**src/design/uniform_grid_neighbor_query_top_defines.svh**
```systemverilog
// Assertion macros for the uniform grid neighbour query block.
// Used by the top level; expects a clock named clk and a reset named rst.
`ifndef UNIFORM_GRID_NEIGHBOR_QUERY_TOP_DEFINES_SVH
`define UNIFORM_GRID_NEIGHBOR_QUERY_TOP_DEFINES_SVH

// condition must never hold out of reset
`define UGNQ_NEVER(label, cond, msg) \
  label: assert property (@(posedge clk) disable iff (rst) !(cond)) else $error(msg);

// antecedent implies consequent in the same cycle
`define UGNQ_IMPLY(label, ante, cons, msg) \
  label: assert property (@(posedge clk) disable iff (rst) (ante) |-> (cons)) else $error(msg);

// antecedent implies consequent in the next cycle
`define UGNQ_NEXT(label, ante, cons, msg) \
  label: assert property (@(posedge clk) disable iff (rst) (ante) |=> (cons)) else $error(msg);

`endif

```
**src/design/ugnq_ram.sv**
```systemverilog
// Generic single-write, single-read RAM with registered read data.
// No dependencies.
`default_nettype none

module ugnq_ram #(
  parameter int WIDTH = 8,
  parameter int DEPTH = 64
) (
  input  wire logic                                     clk,
  input  wire logic                                     we,
  input  wire logic [((DEPTH > 1) ? $clog2(DEPTH) : 1)-1:0] waddr,
  input  wire logic [WIDTH-1:0]                         wdata,
  input  wire logic [((DEPTH > 1) ? $clog2(DEPTH) : 1)-1:0] raddr,
  output logic      [WIDTH-1:0]                         rdata
);

  logic [WIDTH-1:0] mem [DEPTH];

  always_ff @(posedge clk) begin
    if (we) begin
      mem[waddr] <= wdata;
    end
    rdata <= mem[raddr];
  end

endmodule

`default_nettype wire

```
**config.mk**
```make
export PLATFORM = sky130hd
export DESIGN_NAME = ugnq_ram
export DESIGN_NICKNAME = d
export VERILOG_FILES = /design/src/design/uniform_grid_neighbor_query_top_defines.svh /design/src/design/ugnq_ram.sv
export SDC_FILE = /design/constraint.sdc
export NUM_CORES = 1
export LEC_CHECK = 0
export BUFFER_PORTS_ARGS = -buffer_cell sky130_fd_sc_hd__buf_2
export CORE_ASPECT_RATIO = 1.1
export CORE_MARGIN = 4
export CORE_UTILIZATION = 60
export DETAILED_ROUTE_END_ITERATION = 8
export PLACE_DENSITY = 0.76
export SYNTH_ARGS = -nofsm -noshare
export SYNTH_HDL_FRONTEND = slang
export SYNTH_SLANG_ARGS = --single-unit
```
**constraint.sdc**
```tcl
create_clock -name clk -period 2.69 [get_ports clk]
set_input_delay 0.4035 -clock clk [delete_from_list [all_inputs] [get_ports clk]]
set_output_delay 0.4035 -clock clk [all_outputs]
set_load 0.02 [all_outputs]
```
Word level (Yosys, flattened, before mapping)
Memory sizes are Yosys's and may differ from the RTL's. A register that Yosys moved wholly into a read port is not among the register bits.
Cells that the tools add are included.
Widths: inputs -> output; s select.
- muxes and demuxes: 2
- operators with widths (cell ; count):
    $mux 1 ; 2
- bits in writable memories: 512
- input bits: 22
- output and inout port bits: 8
- flip-flop bits (word level): 0
- memories: 1
- logic and storage cells: 3
- memories (name ; words ; width ; rd ports ; clocked after memory_dff ; wr ports ; RTL line ; source):
    mem ; 64 ; 8 ; 1 ; 1 ; 1 ; ugnq_ram.sv:17 ; logic [WIDTH-1:0] mem [DEPTH];

Longest topological paths before layout
- depth in word-level cells: 2
- depth in mapped cells: 9
- mapped depth without buffers: 5

Worst setup path after synthesis
No wires, ideal clock.
- kind: input to register
- start: input port raddr[1] (netlist bit)
- end: register rdata[3] (read register of mem)
- stages: 7
- data required time: 2562 ps
- data arrival time: 1943 ps
- slack: 619 ps
- setup time: 128 ps
- path buffers: 3
- cell sequence: buf_4 -> buf_2 -> buf_2 -> mux4_2 -> mux4_2 -> o21ai_1 -> o41ai_1
- RTL lines (what ; RTL line ; source):
    from (decl) ; ugnq_ram.sv:13 ; input wire logic [((DEPTH > 1) ? $clog2(DEPTH) : 1)-1:0] raddr,
    to (decl) ; ugnq_ram.sv:14 ; output logic [WIDTH-1:0] rdata

==> flow_summary.toml <==
[synthesis]
synth_top_area_cell = "edfxtp_1"
synth_top_family_by_area = "multiplexers"
syn_inst = 940
avgSynthCellArea_um2 = 21.45
synthAdderAreaFrac = 0
synth_area_um2 = 20170
synth_mux_area_frac = 0.1594
synthSimpleGateAreaFrac = 0.03388
synth_xor_area_frac = 0
synth_compound_area_frac = 0.02072
ys_types = 40
synth-warning-count = 0
ys_ff_latch = 520
yosys-top-cells-area = "edfxtp_1, mux4_2, nor2_1, mux2i_1, dfxtp_1"
ys_seq_area_frac = 0.7703
syn-num-nets = 962
synth.top_cell.area_share = 0.7624

[timing]
slew_viol_final = 0
max_slew_margin = 0.1967
finalCriticalPeriod_ps = 2145
finalSetupViolations = 0
hold_violations = 0
rsz0062_at_grt = "no"
hold_ws_ps = 275.8
worst_slew_pin_slew_ps = 1205
finClkSkew_ps = 16.81
period_share = 0.7974
fmax_mhz = 466.2
tns_ps = 0

[floorplanning]
core_um2 = 33190
start_util = 0.6075
ioPinCount = 30
num_rows = 70
die-width_um = 182.8
die-area_um2 = 36610
die_y_um = 200.3

[clocking]
insertion_delay_ps = 570
root_buffer = "clkbuf_16"
clkSinkCount = 520
cts_buffer_depth = 3
postCtsHoldBufs = 0
cts_setup_buffers = 0
cts_tree = "done"
ctsResizeCount = 0
cts-htree-levels = 2
cts.reportedPaths.clkPinSlew_ps = 60
numCtsBuffers = 49

[route]
wl_per_cell_um = 28.50
ant_nets = 0
drt_iter0_drc = 1209
vias = 10100
via_per_inst = 6.496
wl_um = 44320
drt_pass1_iterations = 5
route.detailed.drc = 0

[critical_path]
start_kind = "flop"
worstPathMaxFanout = 1
crit_required_ps = 3120
endpoint_kind = "flop"
critPathKind = "reg -> reg"
critPathArrivalTime_ps = 2580
reg2reg_depth = 5

[place]
io_buffer_count = 29
dp_hpwl_um = 27350
post-place-cells = 1464
routabilityCongestion = 0.8997

[hold_path]
worstHoldPathType = "in -> reg"
min_path_cells = 3

[run_status]
status = "finished, final reports clean"

[power]
p_leak_nw = 7.486
peakVddDrop_v = 0.0004894
power_density_nw_per_um2 = 725.5

[global_routing]
grt_pass1_wl_um = 67180
grt_max_degree = 65
first_global_vias = 10440
gr-total-overflow = 0
grt_use_total = 0.2484
antenna_found_initial = 2

[final_layout]
synthToLayoutAreaGrowth_pct = 14.61
diodes = 0
stdcell_count = 1555
fin_nets = 1105
drive_gt1_frac = 0.3197

[run]
drv_cap = 0
-- worst max-delay path, cell delays in order (launching register included) --
cell and delay (ps):
edfxtp_1 370, mux4_2 450, mux2_2 280, o221a_2 290
nor3_1 470, o32ai_1 160
-- layer usage --
layer | global-route usage | share of wire
met1 | 0.3610 | 0.39
met2 | 0.3924 | 0.49
met3 | 0.04940 | 0.092
met4 | 0.07637 | 0.033
met5 | 0 | 0.00045
-- registers in the layout, summed over array words and instances (netlist names) --
register	cells
rdata	8
mem	512
-- worst paths after layout --
kind | from | endpoint | slack, ps
min reg2reg | mem[22][1] | rdata[1] | 830
max reg2reg | mem[24][6] | rdata[6] | 550
max | mem[24][6] | rdata[6] | 550
min | raddr[5] | rdata[0] | 280
-- where the power goes --
group / leakage, nW / internal (mW) / switching, mW / total, mW
sequential: 4.67 / 8.97 / 0.0316 / 9.00
clock: 0.797 / 4.04 / 2.85 / 6.90
combinational: 2.01 / 0.345 / 0.529 / 0.874
total: 7.49 / 13.4 / 3.41 / 16.8
-- cell usage in the layout, fill, tap and decap left out, types with 8 or more instances in the layout --
| cell type | synthesis | layout |
|---|---|---|
| clkbuf_16 | 0 | 51 |
| buf_2 | 11 | 26 |
| nor2b_1 | 14 | 14 |
| o22ai_1 | 8 | 8 |
| edfxtp_1 | 512 | 512 |
| mux2_2 | 13 | 13 |
| mux2i_1 | 23 | 23 |
| clkbuf_1 | 17 | 9 |
| nand3_1 | 13 | 13 |
| clkinv_2 | 0 | 8 |
| o221ai_1 | 8 | 8 |
| dfxtp_1 | 8 | 8 |
| nor2_1 | 83 | 83 |
| buf_4 | 13 | 110 |
| nand2_1 | 19 | 19 |
| mux4_2 | 126 | 126 |
| clkbuf_8 | 0 | 8 |
-- synth_stat cells, drive strengths merged --
| cell | instances |
|---|---|
| nand2 | 19 |
| o311ai | 1 |
| a2111oi | 2 |
| o21ai | 4 |
| o221a | 2 |
| o22ai | 8 |
| nor3 | 7 |
| o41ai | 2 |
| clkbuf | 17 |
| nand3b | 3 |
| a211oi | 4 |
| or3 | 1 |
| a21oi | 3 |
| mux2 | 13 |
| nor2b | 14 |
| and2 | 1 |
| o21a | 2 |
| buf | 34 |
| o2111ai | 3 |
| a22oi | 3 |
| edfxtp | 512 |
| o32ai | 2 |
| nor2 | 83 |
| nand4b | 1 |
| nor4 | 2 |
| nand2b | 7 |
| o2bb2ai | 3 |
| nand4 | 2 |
| o221ai | 8 |
| mux4 | 126 |
| mux2i | 23 |
| a31oi | 1 |
| nand3 | 13 |
| a221oi | 6 |
| dfxtp | 8 |
-- per-stage QoR --
stage | setup slack, ps | cell area (um^2) | utilization | total power, mW
floorplan | 618.8 | 20170 | - | 9.650
global placement | 128.2 | 21480 | 0.6471 | 10.01
detailed placement | 8.015 | 21480 | 0.6471 | 10.04
CTS | 595.2 | 23110 | 0.6963 | 16.85
global route | 525.4 | 23110 | 0.6963 | 17.27
finish | 545.0 | 23110 | 0.6963 | 16.77
-- layout make-up --
type,instances,area (um^2)
Sequential cell,520,15530
Clock buffer,67,1406
Timing Repair Buffer,143,1090
Multi-Input combinational cell,369,4315
Fill cell,1936,10080
Clock inverter,24,226.5
Tap cell,432,540.5
-- logic make-up after synthesis --
kind of cell | Yosys count
buffers and inverters | 51
flip-flops | 520
AO/OA/AOI/OAI | 54
multiplexers | 162
AND/OR/NAND/NOR | 153
No activity file was read; power rests on OpenSTA's default activity.
