**config.mk**
```make
export PLATFORM = sky130hd
export DESIGN_NAME = ugnq_cell_div
export DESIGN_NICKNAME = d
export VERILOG_FILES = /design/src/design/uniform_grid_neighbor_query_top_defines.svh /design/src/design/ugnq_pkg.sv /design/src/design/ugnq_cell_div.sv
export SDC_FILE = /design/constraint.sdc
export NUM_CORES = 1
export LEC_CHECK = 0
export ABC_AREA = 1
export BUFFER_PORTS_ARGS = -buffer_cell sky130_fd_sc_hd__buf_2
export CAP_MARGIN = 10
export CORE_MARGIN = 2
export CORE_UTILIZATION = 60
export CTS_CLUSTER_DIAMETER = 80
export DETAILED_ROUTE_END_ITERATION = 10
export HOLD_SLACK_MARGIN = 0.12
export PLACE_DENSITY = 0.82
export REMOVE_ABC_BUFFERS = 1
export SYNTH_ARGS = -nofsm -noshare
export SYNTH_HDL_FRONTEND = slang
export SYNTH_SLANG_ARGS = --single-unit
```
**constraint.sdc**
```tcl
create_clock -name clk -period 3.1 [get_ports clk]
set_input_delay 0.31 -clock clk [delete_from_list [all_inputs] [get_ports clk]]
set_output_delay 0.31 -clock clk [all_outputs]
set_load 0.01 [all_outputs]
```
**src/design/uniform_grid_neighbor_query_top_defines.svh**
```systemverilog
// Assertion macros for the uniform grid neighbour query block.
// Used by the top level; expects a clock named clk and a reset named rst.
`ifndef UNIFORM_GRID_NEIGHBOR_QUERY_TOP_DEFINES_SVH
`define UNIFORM_GRID_NEIGHBOR_QUERY_TOP_DEFINES_SVH

// condition must never hold out of reset
`define UGNQ_NEVER(label, cond, msg) \
  label: assert property (@(posedge clk) disable iff (rst) !(cond)) else $error(msg);

// antecedent implies consequent in the same cycle
`define UGNQ_IMPLY(label, ante, cons, msg) \
  label: assert property (@(posedge clk) disable iff (rst) (ante) |-> (cons)) else $error(msg);

// antecedent implies consequent in the next cycle
`define UGNQ_NEXT(label, ante, cons, msg) \
  label: assert property (@(posedge clk) disable iff (rst) (ante) |=> (cons)) else $error(msg);

`endif

```
**src/design/ugnq_pkg.sv**
```systemverilog
// Shared types, constants and state codes for the uniform grid neighbour query.
// No dependencies.
`default_nettype none

package ugnq_pkg;

  localparam int GRID_ROWS  = 8;
  localparam int GRID_COLS  = 8;
  localparam int MAX_AGENTS = 64;
  localparam int NCELLS     = GRID_ROWS * GRID_COLS;

  localparam int CELL_W    = (NCELLS > 1) ? $clog2(NCELLS) : 1;
  localparam int COL_W     = (GRID_COLS > 1) ? $clog2(GRID_COLS) : 1;
  localparam int ROW_W     = (GRID_ROWS > 1) ? $clog2(GRID_ROWS) : 1;
  localparam int DIV_STEPS = ((COL_W > ROW_W) ? COL_W : ROW_W) + 1;
  localparam int AGENT_W   = $clog2(MAX_AGENTS);
  localparam int APTR_W    = $clog2(MAX_AGENTS + 1);

  localparam int ID_W      = 6;
  localparam int COORD_W   = 24;
  localparam int SIZE_W    = 23;
  localparam int RADIUS_W  = 23;
  localparam int CFG_W     = 24;
  localparam int CFG_IDX_W = 2;
  localparam int DIFF_W    = COORD_W + 1;
  localparam int DIV_W     = DIFF_W + DIV_STEPS;
  localparam int SPAN_W    = 32;
  localparam int DIST_W    = 2 * DIFF_W + 1;

  localparam logic [APTR_W-1:0] NO_AGENT = APTR_W'(MAX_AGENTS);

  localparam logic [CFG_IDX_W-1:0] CFG_ORIGIN_X    = 2'd0;
  localparam logic [CFG_IDX_W-1:0] CFG_ORIGIN_Y    = 2'd1;
  localparam logic [CFG_IDX_W-1:0] CFG_CELL_WIDTH  = 2'd2;
  localparam logic [CFG_IDX_W-1:0] CFG_CELL_HEIGHT = 2'd3;

  typedef enum logic [1:0] {
    MODE_ADD   = 2'd0,
    MODE_MOVE  = 2'd1,
    MODE_QUERY = 2'd2,
    MODE_CLEAR = 2'd3
  } mode_t;

  typedef struct packed {
    mode_t                      mode;
    logic [ID_W-1:0]            agent_id;
    logic signed [COORD_W-1:0]  pos_x;
    logic signed [COORD_W-1:0]  pos_y;
    logic signed [COORD_W-1:0]  old_x;
    logic signed [COORD_W-1:0]  old_y;
    logic [RADIUS_W-1:0]        radius;
  } in_item_t;

  typedef struct packed {
    logic [ID_W-1:0] neighbor_id;
    logic            neighbor_found;
    logic            last;
  } out_item_t;

  typedef struct packed {
    logic [APTR_W-1:0] head;
    logic [APTR_W-1:0] tail;
  } cell_entry_t;

  typedef struct packed {
    logic signed [COORD_W-1:0] x;
    logic signed [COORD_W-1:0] y;
  } pos_entry_t;

  localparam cell_entry_t CELL_EMPTY = '{head: NO_AGENT, tail: NO_AGENT};

  typedef enum logic [4:0] {
    ST_IDLE,
    ST_DIV,
    ST_MV_DEC,
    ST_UL_RD,
    ST_UL_HD,
    ST_UL_CHK,
    ST_UL_NXT,
    ST_UL_END,
    ST_AP_RD,
    ST_AP_WR,
    ST_Q_CELL,
    ST_Q_HEAD,
    ST_Q_AG,
    ST_Q_D1,
    ST_Q_D2,
    ST_Q_D3,
    ST_Q_PUSH,
    ST_Q_FIN
  } state_t;

endpackage

`default_nettype wire

```
**src/design/ugnq_cell_div.sv**
```systemverilog
// Cell locator: restoring division of (pos - origin) by cell size, one quotient
// bit per cycle on each axis, clamped to the grid. Depends on ugnq_pkg.
`default_nettype none

module ugnq_cell_div (
  input  wire logic                                 clk,
  input  wire logic                                 rst,
  input  wire logic                                 start,
  input  wire logic signed [ugnq_pkg::COORD_W-1:0]  x,
  input  wire logic signed [ugnq_pkg::COORD_W-1:0]  y,
  input  wire logic signed [ugnq_pkg::COORD_W-1:0]  org_x,
  input  wire logic signed [ugnq_pkg::COORD_W-1:0]  org_y,
  input  wire logic        [ugnq_pkg::SIZE_W-1:0]   size_x,
  input  wire logic        [ugnq_pkg::SIZE_W-1:0]   size_y,
  output logic                                      done,
  output logic             [ugnq_pkg::CELL_W-1:0]   cell_idx
);

  localparam int STEPS = ugnq_pkg::DIV_STEPS;
  localparam int DW    = ugnq_pkg::DIV_W;
  localparam int CNT_W = $clog2(STEPS + 1);
  localparam int CPW   = ugnq_pkg::CELL_W + 1;

  logic                                busy;
  logic [CNT_W-1:0]                    cnt;
  logic [DW-1:0]                       rem_x, rem_y, dv_x, dv_y;
  logic [STEPS-1:0]                    q_x, q_y;
  logic signed [ugnq_pkg::DIFF_W-1:0]  diff_x, diff_y;
  logic                                ge_x, ge_y;
  logic [ugnq_pkg::COL_W-1:0]          col;
  logic [ugnq_pkg::ROW_W-1:0]          row;

  assign diff_x = ugnq_pkg::DIFF_W'(x) - ugnq_pkg::DIFF_W'(org_x);
  assign diff_y = ugnq_pkg::DIFF_W'(y) - ugnq_pkg::DIFF_W'(org_y);
  assign ge_x   = rem_x >= dv_x;
  assign ge_y   = rem_y >= dv_y;

  always_ff @(posedge clk) begin
    if (rst) begin
      busy <= 1'b0;
    end else if (start) begin
      busy <= 1'b1;
    end else if (busy && cnt == CNT_W'(1)) begin
      busy <= 1'b0;
    end
  end

  always_ff @(posedge clk) begin
    if (start) begin
      cnt   <= CNT_W'(STEPS);
      rem_x <= diff_x[ugnq_pkg::DIFF_W-1] ? '0 : DW'(diff_x[ugnq_pkg::DIFF_W-2:0]);
      rem_y <= diff_y[ugnq_pkg::DIFF_W-1] ? '0 : DW'(diff_y[ugnq_pkg::DIFF_W-2:0]);
      dv_x  <= DW'(size_x) << (STEPS - 1);
      dv_y  <= DW'(size_y) << (STEPS - 1);
      q_x   <= '0;
      q_y   <= '0;
    end else if (busy) begin
      cnt   <= cnt - CNT_W'(1);
      rem_x <= ge_x ? rem_x - dv_x : rem_x;
      rem_y <= ge_y ? rem_y - dv_y : rem_y;
      dv_x  <= dv_x >> 1;
      dv_y  <= dv_y >> 1;
      q_x   <= {q_x[STEPS-2:0], ge_x};
      q_y   <= {q_y[STEPS-2:0], ge_y};
    end
  end

  always_comb begin
    col = (q_x > STEPS'(ugnq_pkg::GRID_COLS - 1)) ?
          ugnq_pkg::COL_W'(ugnq_pkg::GRID_COLS - 1) : q_x[ugnq_pkg::COL_W-1:0];
    row = (q_y > STEPS'(ugnq_pkg::GRID_ROWS - 1)) ?
          ugnq_pkg::ROW_W'(ugnq_pkg::GRID_ROWS - 1) : q_y[ugnq_pkg::ROW_W-1:0];
    cell_idx = ugnq_pkg::CELL_W'(CPW'(row) * CPW'(ugnq_pkg::GRID_COLS) + CPW'(col));
  end

  assign done = !busy;

endmodule

`default_nettype wire

```
## Word-level counts from Yosys, hierarchy flattened

Index checks and enable logic that the tools add are counted.

| word-level totals | value |
|---|---|
| bits of input ports | 145 |
| logic and storage cells | 45 |
| flip-flop bits (word level) | 122 |

| cells by class | value |
|---|---|
| multiplexer cells | 16 |
| order comparisons | 4 |
| reduce and logical (&&, ||, !) cells | 8 |
| equal/unequal tests | 1 |
| add/sub/neg operators | 6 |

Operators by type and width:

| cell | number |
|---|---|
| 29-bit 2-to-1 mux | 6 |
| 26-bit 2-to-1 mux | 4 |
| 29-bit by 26-bit >= comparator with 1-bit output | 2 |
| 29-bit by 26-bit subtractor with 29-bit output | 2 |
| 24-bit by 24-bit subtractor with 25-bit output | 2 |
| 24-bit 2-to-1 mux | 2 |
| 4-bit by 3-bit > comparator with 1-bit output (second input constant) | 2 |
| 2-bit nonzero test | 4 |
| 6-bit by 3-bit adder with 6-bit output | 1 |
| 3-bit 2-to-1 mux | 2 |
| 2-bit AND reduction | 2 |
| 3-bit by 1-bit equality test with 1-bit output (second input constant) | 1 |
| 3-bit by 1-bit subtractor with 3-bit output (second input constant) | 1 |
| 1-bit 2-to-1 mux | 2 |
| 1-bit logical AND | 1 |
| 1-bit logical NOT | 1 |

## Depth between registers and ports, before layout

Gate-level depths: netlist (run 1).

| depth | value |
|---|---|
| word-level depth | 4 |
| depth in mapped cells | 15 |

## Worst setup path before layout (run 1)

No wires, ideal clock.

| path | value |
|---|---|
| path kind | register to register |
| start | register rem_x[25] |
| end | register rem_x[0], enable pin |
| setup time | 0.386 ns |
| period minus slack after synthesis | 2.573 ns |
| path buffers | 0 |
| cell stages (with the launch flop) | 11 |
| data arrival time | 2.187 ns |
| path slack | 0.527 ns |
| cells stage by stage | edfxtp_1 ha_1 inv_1 or2_2 nor3_1 nand2_1 nor2_1 nand2_1 nand3_1 nand2_1 nand2_1 |

| between the ends | value |
|---|---|
| longest elaborated chain between the ends | 3 |

Ends and longest elaborated chain:

| element | line | text |
|---|---|---|
| from (decl) | ugnq_cell_div.sv:26 | `logic [DW-1:0] rem_x, rem_y, dv_x, dv_y;` |
| from (signal assigned) | ugnq_cell_div.sv:51 | `rem_x <= diff_x[ugnq_pkg::DIFF_W-1] ? '0 : DW'(diff_x[ugnq_pkg::DIFF_W-2:0]);` |
| from (signal assigned) | ugnq_cell_div.sv:59 | `rem_x <= ge_x ? rem_x - dv_x : rem_x;` |
| 29-bit by 26-bit >= comparator with 1-bit output | ugnq_cell_div.sv:35 | `assign ge_x = rem_x >= dv_x;` |
| 2-bit nonzero test (no line) | n/a |  |
| 2-bit AND reduction (no line) | n/a |  |

No other way between the ends.
A chain may end at the register's enable or synchronous reset.

## Final worst setup path (run 1)

| path | value |
|---|---|
| start | register rem_x[6] |
| end | register rem_x[1], enable pin |

The elaborated chain is that of the path after synthesis.

==> results of run 1 <==
## synth_stat cells, drive strengths merged
master and n:
a21oi 116, a311oi 1, and2 9, and3 1, buf 10, clkbuf 18
clkinv 1, dfxtp 18, edfxtp 104, fa 4, ha 102, inv 381
nand2 704, nand3 141, nand3b 21, nand4 26, nor2 167, nor3 8
nor3b 2, o21a 2, o21ai 116, o21bai 3, o22ai 11, or2 8
xnor2 13, xor2 12
## layer usage
layer	vias to the layer above	global-route usage, %
li1	6650	-
met1	5886	48.0
met2	603	49.2
met3	56	4.75
met4	0	8.10
met5	-	0
## sequential cells by signal, indices dropped and copies added (netlist names)
| signal | flops |
|---|---|
| rem_x | 29 |
| rem_y | 29 |
| dv_x | 26 |
| dv_y | 26 |
| q_x | 4 |
| q_y | 4 |
| cnt | 3 |
| busy | 1 |
## layout make-up
class | count | share of cell area [%]
inverters | 382 | 10.2
well taps | 270 | 2.39
repair buffers | 163 | 6.20
flip-flops and latches | 122 | 24.7
clock buffers | 23 | 3.24
multi-input cells | 1467 | 52.8
clock inverters | 9 | 0.532
## through the flow
stage	hold slack [ps]	instance area [sq um]	instances	utilization, %
after floorplan	388	12400	1971	-
after global placement	441	13600	2403	66.7
after detailed placement	443	13600	2403	66.7
after CTS	142	14100	2436	69.3
after global routing	167	14100	2436	69.3
final	146	14100	2436	69.3
## power by group through the flow
stage / Combinational (mW) / Sequential (mW) / Clock (mW)
6_report: 4.52 / 2.39 / 1.85
5_1_grt: 5.07 / 2.42 / 1.91
4_1_cts: 4.40 / 2.39 / 1.84
3_5_place_dp: 4.35 / 2.42 / 0
3_3_place_gp: 4.28 / 2.40 / 0
2_1_floorplan: 3.21 / 2.37 / 0
## worst register-to-register path, cell delays in order, from the launching register on
cell      delay [ps]
edfxtp_1         360
ha_1             360
a21oi_1          130
o21ai_0          360
nand2_1          100
nand2_1          100
inv_1             40
nand2_1           90
nand2_1           60
nand3_1          100
nand2_1           50
nand2_1          310
buf_12           250
## cell families (layout without fill, tap and decap cells)
logic type | after synthesis | count (layout)
adders and majority gates | 106 | 106
AOI/OAI and AO/OA | 249 | 249
xor gates and xnor gates | 25 | 25
and+or+nand+nor | 1087 | 1087
DFF | 122 | 122
buffers and inverters | 410 | 577
## worst min-delay path by stage
stage,slack [ps],depth (start not counted),end,startpoint
floorplan,390,1,busy,rst
global placement,440,2,q_y[0],q_y[0]
detailed placement,440,2,q_y[0],q_y[0]
CTS,140,3,dv_y[25],size_y[22]
global route,170,3,dv_x[25],size_x[22]
finish,150,3,dv_y[25],size_y[22]
==> flow_summary.ini, run 1 <==
[place]
hpwl_microns = 28400
place_ws_ps = 550
portBuffers = 151
place.gp.congestion = 1.01

[final_layout]
mostFrequentLayoutCell = nand2_1
multiInputGateArea_sq_um = 7450
seq_area_sq_um = 3480
diodes = 0
area_delta_synth_final_pct = 12.8
final_layout_size_suffix_gt1_share_pct = 11.0
final.fill_count = 1873
final_cell_mix = 693 x nand2_1, 372 x inv_1, 162 x nor2_1
fin_nets = 2404

[drt]
vias_per_cell = 5.42
via_count = 13200
dr.pass1.iters = 9
drt-total-wl_microns = 35600
drt_iter0_markers = 1231
drc_errors = 0
top_layer = met4
met1_length_microns = 16600
met2_length_microns = 15000
wl_per_cell_microns = 14.6
wl_met3_microns = 3370
postRouteAntennaNets = 0

[synth]
synthTopCellsByArea = edfxtp_1 25%, nand2_1 21%, inv_1 11%
syn-cell-area_sq_um = 12500
synth-seq-cells = 122
synth_compound_area_share_pct = 10.3
synthAdderAreaFrac_pct = 10.8
synth_top_cell_area_share_pct = 24.9
ys_types = 39
muxShareOfSynthArea_pct = 0
synth_area_leader_cell = edfxtp_1
postSynthCellCount = 1999
synthSimpleGateAreaFrac_pct = 36.7
yosysSeqAreaShare_pct = 27.8
synth-xor-area-share_pct = 1.75
yosys_warnings = 0
synth_top_family_by_area = simple AND/OR/NAND/NOR gates
syn_avg_cell_area_sq_um = 6.26

[sta]
worst_slew_pin_slew_ps = 692
rsz0062_at_grt = false
slew_headroom_pct = 53.7
clock-skew-final_ps = 6.92
finalSetupViolCount = 0
period_share_pct = 84.8
tns_ps = 0
drv_slew = 0
fin_ws_ps = 470
hold_viol = 0
fmax_mhz = 380
fin_crit_ps = 2630

[setup_path]
rr_endpoint = rem_x[1]
cpMaxStageDelayCell = edfxtp_1
r2r_start = rem_x[6]
start_kind = flop
cp-startpoint = rem_x[6]
cp_max_fo = 23
cpLargestDelayFamily = simple AND/OR/NAND/NOR gates
worstSetupEndpointType = flop
cp_data_required_time_ps = 3230
cp_num_cells = 12
r2r_slack_ps = 470
critPathArrivalTime_ps = 2760
cpMostUsedCell = nand2_1
endpoint = rem_x[1]
reg2reg_depth = 12
cpPeakStageDelay_ps = 360
path_buf_inv = 2
path_cells = ha_1 > a21oi_1 > o21ai_0 > nand2_1 > nand2_1 > inv_1 > nand2_1 > nand2_1 > nand3_1 > nand2_1 > nand2_1 > buf_12
crit_type = reg -> reg

[clocking]
clkSlewWorstSetupHoldPaths_ps = 50
cts_hold_buf = 1
htree_num_levels = 4
cts-resized-gates = 0
clock-sinks = 122
post_cts_buffers = 0
cts-root-buf = clkbuf_16
cts_tree = built
cts_made_buffers = 17
clock_path_buffers = 2
clock_insertion_delay_worst_skew_ps = 430

[die]
die_area_sq_um = 22000
rows = 52
core_area_sq_um = 20400
start_util_pct = 61.5
num_io_pins = 152
die_y_microns = 148
dieWidth_microns = 148

[power_and_ir_drop]
peakVddDrop_v = 0.000490
p_leak_nw = 7.69
power_frac_clock_pct = 21.1
pwr_density_cell_nw_per_um2 = 621
power.internal_mw = 4.86
power_frac_comb_pct = 51.6
power_switching_mw = 3.90
swShare_pct = 44.5
finalPower_mw = 8.77
seqPwrFrac_pct = 27.3

[global_routing]
antenna_found_initial = 0
track_usage_pct = 32.2
overflow = 0
grt_pass1_vias = 11800
grt_max_degree = 50
grt_pass1_wl_microns = 57000

[outcome]
outcome = completed

[run]
drv_cap = 0

[min_path]
hold_path.class = in -> reg
No activity file was read; power rests on OpenSTA's default activity.
==> run 2, diff against run 1 <==
clock period = 2.7 ns   (was 3.1 ns; I/O delays follow)
==> run 2 against run 1 <==
  * Clock power increased by 25%
  * Largest cell class unchanged
  * Largest power group unchanged
  * Via count barely moved
  * Clock-buffer cell count grew 3
==> flow_summary.ini, run 2 (synthesis gave the netlist of run 1 again) <==
[outcome]
outcome = completed

[sta]
fin_ws_ps = 274
tns_ps = 0
hold_viol = 0
rsz0062_at_grt = false
fin_crit_ps = 2430
worst_slew_pin_slew_ps = 549
period_share_pct = 89.9
clock-skew-final_ps = 10.3
fmax_mhz = 412
finalSetupViolCount = 0
drv_slew = 0
slew_headroom_pct = 63.3

[clocking]
post_cts_buffers = 0
htree_num_levels = 4
clock-sinks = 122
cts_tree = built
clock_insertion_delay_worst_skew_ps = 430
clock_path_buffers = 2
cts_made_buffers = 17
cts-resized-gates = 0
cts-root-buf = clkbuf_16
clkSlewWorstSetupHoldPaths_ps = 60

[final_layout]
finalInstanceArea_sq_um = 14300
final.fill_count = 1851
multiInputGateArea_sq_um = 7450
final_layout_size_suffix_gt1_share_pct = 11.2
final_cell_mix = 693 x nand2_1, 372 x inv_1, 162 x nor2_1
largestRegisters = rem_x x29, rem_y x29
seq_area_sq_um = 3480
diodes = 0
mostFrequentLayoutCell = nand2_1
fin_nets = 2408
area_delta_synth_final_pct = 14.0

[setup_path]
r2r_slack_ps = 270
r2r_start = rem_x[25]
path_buf_inv = 2
cpLargestDelayFamily = simple AND/OR/NAND/NOR gates
cpPeakStageDelay_ps = 390
rr_endpoint = rem_x[16]
critPathArrivalTime_ps = 2550
cp_max_fo = 24
reg2reg_depth = 11
worstSetupEndpointType = flop
cpMaxStageDelayCell = ha_1
path_cells = ha_1 > inv_1 > or2_2 > nor3_1 > nand2_1 > nor2_1 > nand2_1 > nand3_1 > nand2_1 > nand2_1 > buf_12
start_kind = flop
cp_data_required_time_ps = 2830
cpMostUsedCell = nand2_1
crit_type = reg -> reg

[global_routing]
grt_max_degree = 70
grt_pass1_wl_microns = 58700
antenna_found_initial = 0
track_usage_pct = 33.2
grt_pass1_vias = 12100
overflow = 0

[power_and_ir_drop]
power_frac_comb_pct = 51.1
seqPwrFrac_pct = 26.6
swShare_pct = 43.9
power_switching_mw = 4.55
pwr_density_cell_nw_per_um2 = 726
peakVddDrop_v = 0.000487
power_frac_clock_pct = 22.3
power.internal_mw = 5.81
p_leak_nw = 7.77

[place]
placed_cell_area_sq_um = 13600
hpwl_microns = 28800
portBuffers = 151
place_ws_ps = 270
place.gp.congestion = 1.00

[die]
core_area_sq_um = 20400
dieWidth_microns = 148
rows = 52
start_util_pct = 61.5
num_io_pins = 152
die_area_sq_um = 22000
die_y_microns = 148

[drt]
drt-total-wl_microns = 36100
via_count = 13200
drt_iter0_markers = 1246
wl_per_cell_microns = 14.8
drc_errors = 0
dr.pass1.iters = 6
vias_per_cell = 5.40
postRouteAntennaNets = 0

[run]
drv_cap = 0

[min_path]
hold_path.class = in -> reg
whs_path_depth = 3
hold-path-endpoint = dv_x[23]
hold_start = size_x[20]
[run 2: how the worst max path moves through the flow]
stage / startpoint / endpoint / cells past startpoint
4_1_cts: rem_x[25] / rem_x[16] / 11
5_1_grt: rem_x[25] / rem_x[16] / 11
6_report: rem_x[25] / rem_x[16] / 11
3_5_place_dp: y[0] / rem_y[1] / 14
3_3_place_gp: y[0] / rem_y[0] / 14
2_1_floorplan: rem_x[25] / rem_x[0] / 10
[run 2: timing repair]
action                                 CTS  global route
hold buffers                             3             0
endpoints found under the hold margin    3             0
setup endpoints to repair                0             0
[run 2: layout make-up]
class	count	area share [%]
tap	270	2.37
sequential	122	24.4
multi-input combinational	1467	52.2
timing repair buffer	167	6.73
clock buffer	26	3.80
inverter	382	10.0
clock inverter	6	0.403
[run 2: routing by layer]
metal	GRT usage, %	vias up	share of wire [%]
met1	49.5	5886	47
met5	0	-	0
li1	-	6662	-
met3	4.42	51	9.5
met4	8.00	0	1.6
met2	51.2	587	42
[run 2: power by group through the flow]
stage	clock (mW)	sequential (mW)	combinational (mW)
after global routing	2.37	2.79	5.93
after global placement	0	2.77	5.04
final	2.31	2.76	5.29
after CTS	2.31	2.75	5.16
after detailed placement	0	2.78	5.11
after floorplan	0	2.72	3.68
[run 2: worst min-delay path: stages]
cell and delay [ps]:
buf_2 70, nand2_1 40, o21ai_0 50
[run 2: through the flow]
stage | power (mW) | cells | utilization, % | hold slack (ps)
after floorplan | 6.40 | 1971 | - | 348
after global placement | 7.81 | 2405 | 67.0 | 445
after detailed placement | 7.89 | 2405 | 67.0 | 451
after CTS | 10.2 | 2440 | 70.1 | 121
after global routing | 11.1 | 2440 | 70.1 | 143
final | 10.4 | 2440 | 70.1 | 121
